==> config.mk <==
export PLATFORM = sky130hd
export DESIGN_NAME = imsf_ctrl
export DESIGN_NICKNAME = d
export VERILOG_FILES = /design/src/imsf_pkg.sv /design/src/imsf_ctrl.sv
export SDC_FILE = /design/constraint.sdc
export NUM_CORES = 1
export LEC_CHECK = 0
export BUFFER_PORTS_ARGS = -buffer_cell sky130_fd_sc_hd__clkbuf_2
export CORE_AREA = 2 2 39 41
export CTS_BUF_LIST = sky130_fd_sc_hd__clkbuf_16
export CTS_CLUSTER_SIZE = 14
export DETAILED_ROUTE_END_ITERATION = 8
export DIE_AREA = 0 0 41 43
export PLACE_DENSITY = 0.39
export SETUP_SLACK_MARGIN = 0.2
export SYNTH_ARGS = -nofsm -noshare
export SYNTH_HDL_FRONTEND = slang
export SYNTH_SLANG_ARGS = --single-unit
==> constraint.sdc <==
create_clock -name i_clk -period 1 [get_ports i_clk]
set_clock_uncertainty 0.05 [all_clocks]
set_input_delay 0.1 -clock i_clk [delete_from_list [all_inputs] [get_ports i_clk]]
set_output_delay 0.1 -clock i_clk [all_outputs]
set_load 0.05 [all_outputs]
==> src/imsf_pkg.sv <==
// Shared types and constants for the Ising Metropolis spin-flip block.
// Holds field widths, threshold reset values, controller states and the
// command/status structs between controller and datapath. No dependencies.
package imsf_pkg;

    // Default geometry and random width
    localparam int LATTICE_WIDTH_DEF = 64;
    localparam int INTERIOR_ROWS_DEF = 64;
    localparam int RANDOM_BITS_DEF   = 16;

    // Fixed field widths
    localparam int THRESH_W   = 17;
    localparam int ENERGY_W   = 5;
    localparam int MAG_W      = 14;
    localparam int NUM_THRESH = 5;
    localparam int CFG_IDX_W  = 3;
    localparam int IDX_W      = 3;

    // Result word: flipped, new_spin, energy_change, magnetization
    localparam int OUT_BITS   = 1 + 1 + ENERGY_W + MAG_W;
    localparam int OUT_DATA_W = ((OUT_BITS + 7) / 8) * 8;

    // Threshold registers after reset, by register index
    localparam logic [THRESH_W-1:0] THRESH_RESET [NUM_THRESH] = '{
        17'd65536, 17'd65536, 17'd65536, 17'd8869, 17'd1200
    };

    // Item function codes
    localparam logic FUNC_SET  = 1'b0;
    localparam logic FUNC_FLIP = 1'b1;

    typedef enum logic [2:0] {
        ST_CLEAR,
        ST_IDLE,
        ST_RD_BELOW,
        ST_RD_CENTER,
        ST_RD_ABOVE,
        ST_COMMIT
    } t_state;

    // Controller to datapath
    typedef struct packed {
        logic clear_wr;
        logic load_item;
        logic rd_below;
        logic rd_center;
        logic rd_above;
        logic latch_below;
        logic latch_center;
        logic commit;
    } t_ctrl_cmd;

    // Datapath to controller
    typedef struct packed {
        logic clear_done;
        logic site_ok;
        logic out_free;
    } t_dp_status;

endpackage

==> src/imsf_ctrl.sv <==
// Sequencer for the spin-flip block: clearing pass, item intake, three row
// reads and the commit step. Depends on imsf_pkg.
module imsf_ctrl (
    input  logic                   i_clk,
    input  logic                   i_rst_n,
    input  logic                   i_s_tvalid,
    output logic                   o_s_tready,
    input  imsf_pkg::t_dp_status   i_sts,
    output imsf_pkg::t_ctrl_cmd    o_cmd
);

    imsf_pkg::t_state r_state;
    imsf_pkg::t_state n_state;

    // State register
    always_ff @(posedge i_clk) begin
        if (!i_rst_n) begin
            r_state <= imsf_pkg::ST_CLEAR;
        end else begin
            r_state <= n_state;
        end
    end

    // Next state and commands
    always_comb begin
        n_state    = r_state;
        o_cmd      = '0;
        o_s_tready = 1'b0;
        case (r_state)
            imsf_pkg::ST_CLEAR: begin
                o_cmd.clear_wr = 1'b1;
                if (i_sts.clear_done) begin
                    n_state = imsf_pkg::ST_IDLE;
                end
            end
            imsf_pkg::ST_IDLE: begin
                o_s_tready = 1'b1;
                if (i_s_tvalid) begin
                    o_cmd.load_item = 1'b1;
                    n_state         = imsf_pkg::ST_RD_BELOW;
                end
            end
            imsf_pkg::ST_RD_BELOW: begin
                // skip the reads for a site outside the interior
                if (i_sts.site_ok) begin
                    o_cmd.rd_below = 1'b1;
                    n_state        = imsf_pkg::ST_RD_CENTER;
                end else begin
                    n_state = imsf_pkg::ST_COMMIT;
                end
            end
            imsf_pkg::ST_RD_CENTER: begin
                o_cmd.latch_below = 1'b1;
                o_cmd.rd_center   = 1'b1;
                n_state           = imsf_pkg::ST_RD_ABOVE;
            end
            imsf_pkg::ST_RD_ABOVE: begin
                o_cmd.latch_center = 1'b1;
                o_cmd.rd_above     = 1'b1;
                n_state            = imsf_pkg::ST_COMMIT;
            end
            imsf_pkg::ST_COMMIT: begin
                // hold until the result register can take the word
                if (i_sts.out_free) begin
                    o_cmd.commit = 1'b1;
                    n_state      = imsf_pkg::ST_IDLE;
                end
            end
            default: begin
                n_state = imsf_pkg::ST_IDLE;
            end
        endcase
    end

    a_commit_needs_room: assert property (@(posedge i_clk) disable iff (!i_rst_n)
        o_cmd.commit |-> i_sts.out_free)
        else $error("commit while result register is full");

    a_one_item_in_work: assert property (@(posedge i_clk) disable iff (!i_rst_n)
        o_cmd.load_item |=> !o_s_tready)
        else $error("second word taken while an item is in work");

endmodule

==> out/metrics.csv <==
metric;value;unit
post-synthesis sequential area ratio;25.4;%
Max VDD drop;1220;uV
min Tclk post-route;1.29;ns
share of cells above drive strength 1;82.4;%
ANT nets after route;0;
Final WS setup;-0.294;ns
starting density of the core;17.1;%
Slew headroom;84.6;%
Final nets;58;
total congestion overflow;0;
die height;43;microns
Synth Register Bits;3;
non-filler cells, final;67;
Die Wd;41;microns
dpl hpwl;474;microns
CTS max path bufs;2;
fmax;773;MHz
Max Slew Vio Count;0;
Synth Instances;26;
hold buffers post-CTS;0;
startpoint types;flop;
syn_area_per_cell;9.10;sq um
CTS buffer count;3;
Tot GR Track Use;9.63;%
CP required;0.85;ns
WHS;0.0506;ns
worst-path fanout max;7;
worst-skew pair later-pin latency;0.22;ns
Hold Violations, Final;0;
RD Place Congestion;0.688;
Post-Syn Nets;32;
biggest regs;r_state: 3 flops;
post-synth top area share;25.4;%
Post-Syn Area;236;sq um
standard-cell rows;14;
area leader, netlist;dfxtp_1;
Biggest register;r_state;
root buffer cell;clkbuf_16;
Leak;0.277;nW
antenna violations before repair;0;
ratio of total power to cell area;1970;nW/um^2
Worst Setup End Kind;output pin;
via count;285;
Tcrit/Tclk final;129;%
Max Cap Viol;0;
antenna cells;0;
PortBufs;14;
worst path arrival time;1.14;ns
H-tree lvl count;1;
global-route wire length before repair;1140;microns
RSZ-0062 raised after global routing;yes;
Slew @ Worst Pin;0.231;ns
failing checks;setup timing;
core area;1380;sq um
Pre-antenna DRT Iters;1;
CTS tree;done;
synth warn;0;
Routed wire per std cell;9.84;microns
crit path kind;reg2out;
Setup violations, final;12;
max FFs per register;3;
vias in the first global route;274;
worst hold path class;in2reg;
DR iter-0 viols;0;
distinct cell type count after synthesis;21;
CTS sink cnt;3;
Inst Count DP;60;
status;finished with violations;
pre-CTS setup slack;-0.204;ns
IO Pins;15;
via/cell ratio;4.25;
P&R area growth vs syn;168;%
total wire length;659;microns
post-route setup TNS;-2.41;ns
Residual DRC;0;
total power;0.00125;W
Clk pin slew, worst setup/hold paths;0.03;ns
die area;1760;sq um
synth top area cells;dfxtp_1, buf_4, o21a_1;
largest net degree at the start of global routing;10;
-- final timing paths --
| check | start | end | slack (ns) | cells after the start |
|---|---|---|---|---|
| setup / recovery | r_state[1] | o_cmd[6] | -0.29 | 4 |
| hold / removal | i_rst_n | r_state[0] | 0.05 | 2 |
| setup reg to reg | r_state[1] | r_state[0] | -0.15 | 3 |
| hold reg to reg | r_state[2] | r_state[1] | 0.56 | 2 |
-- worst max-delay path, stage by stage (launching register included) --
cell and delay (ns):
dfxtp_4 0.35, nand2b_4 0.16, nor2_4 0.10, and2_4 0.15, clkbuf_16 0.15
-- placed cells by master, fill, tap and decap left out, drive strengths merged --
cell type	instances
and3	1
a21oi	1
a211oi	1
clkbuf	10
and3b	1
nand3b	1
and4bb	1
nand2b	1
o31a	1
buf	18
and2	1
mux2i	1
o21a	2
nor3b	2
nor2	2
nor3	1
nand2	1
dfxtp	3
inv	1
o21ai	1
-- area by class of cell --
cell class | instances | area (sq um)
clock buffer | 3 | 75.1
tap | 16 | 20.0
clock inverter | 1 | 3.75
fill | 134 | 749
sequential | 3 | 71.3
multi-input combinational | 19 | 194
timing repair buffer | 25 | 270
-- cells by family (layout without fill, tap and decap cells) --
group	Yosys count	after routing	share of synthesized area (%)
simple gates	12	12	39.2
compound gates	6	6	18.0
mux	1	1	4.23
buf+inv	4	29	13.2
flops	3	3	25.4
-- cell usage after synthesis, drive strengths merged --
cell and n:
and3b 1, mux2i 1, nand2 1, o21a 2, a21oi 1, nand3b 1
and4bb 1, nand2b 1, dfxtp 3, o31a 1, and3 1, nor3b 2
and2 1, buf 4, nor2 2, o21ai 1, nor3 1, a211oi 1
-- where the power goes --
part | switching (W) | leakage, nW | internal [W]
sequential | 0.0000335 | 0.0267 | 0.000137
clock | 0.000108 | 0.0423 | 0.000516
combinational | 0.000218 | 0.208 | 0.000235
-- layer usage --
| metal | up-vias | routed length [microns] | global-route usage (%) |
|---|---|---|---|
| met3 | 0 | 24 | 1.57 |
| met2 | 9 | 368 | 14.4 |
| met5 | - | 0 | 0 |
| met4 | 0 | 0 | 8.00 |
| li1 | 142 | - | - |
| met1 | 134 | 266 | 11.2 |
-- stage by stage --
step,instance area (sq um),utilization (%)
floorplan,285,-
global placement,394,28.5
detailed placement,394,28.5
CTS,598,43.2
global route,634,45.8
finish,634,45.8
-- what timing repair did --
item	in CTS	in global routing
pin swaps	2	2
endpoints found under the setup margin	12	12
buffers inserted	1	2
gates cloned	0	0
gates resized for setup	26	11
Note: power is estimated with default switching activity, not from simulation.
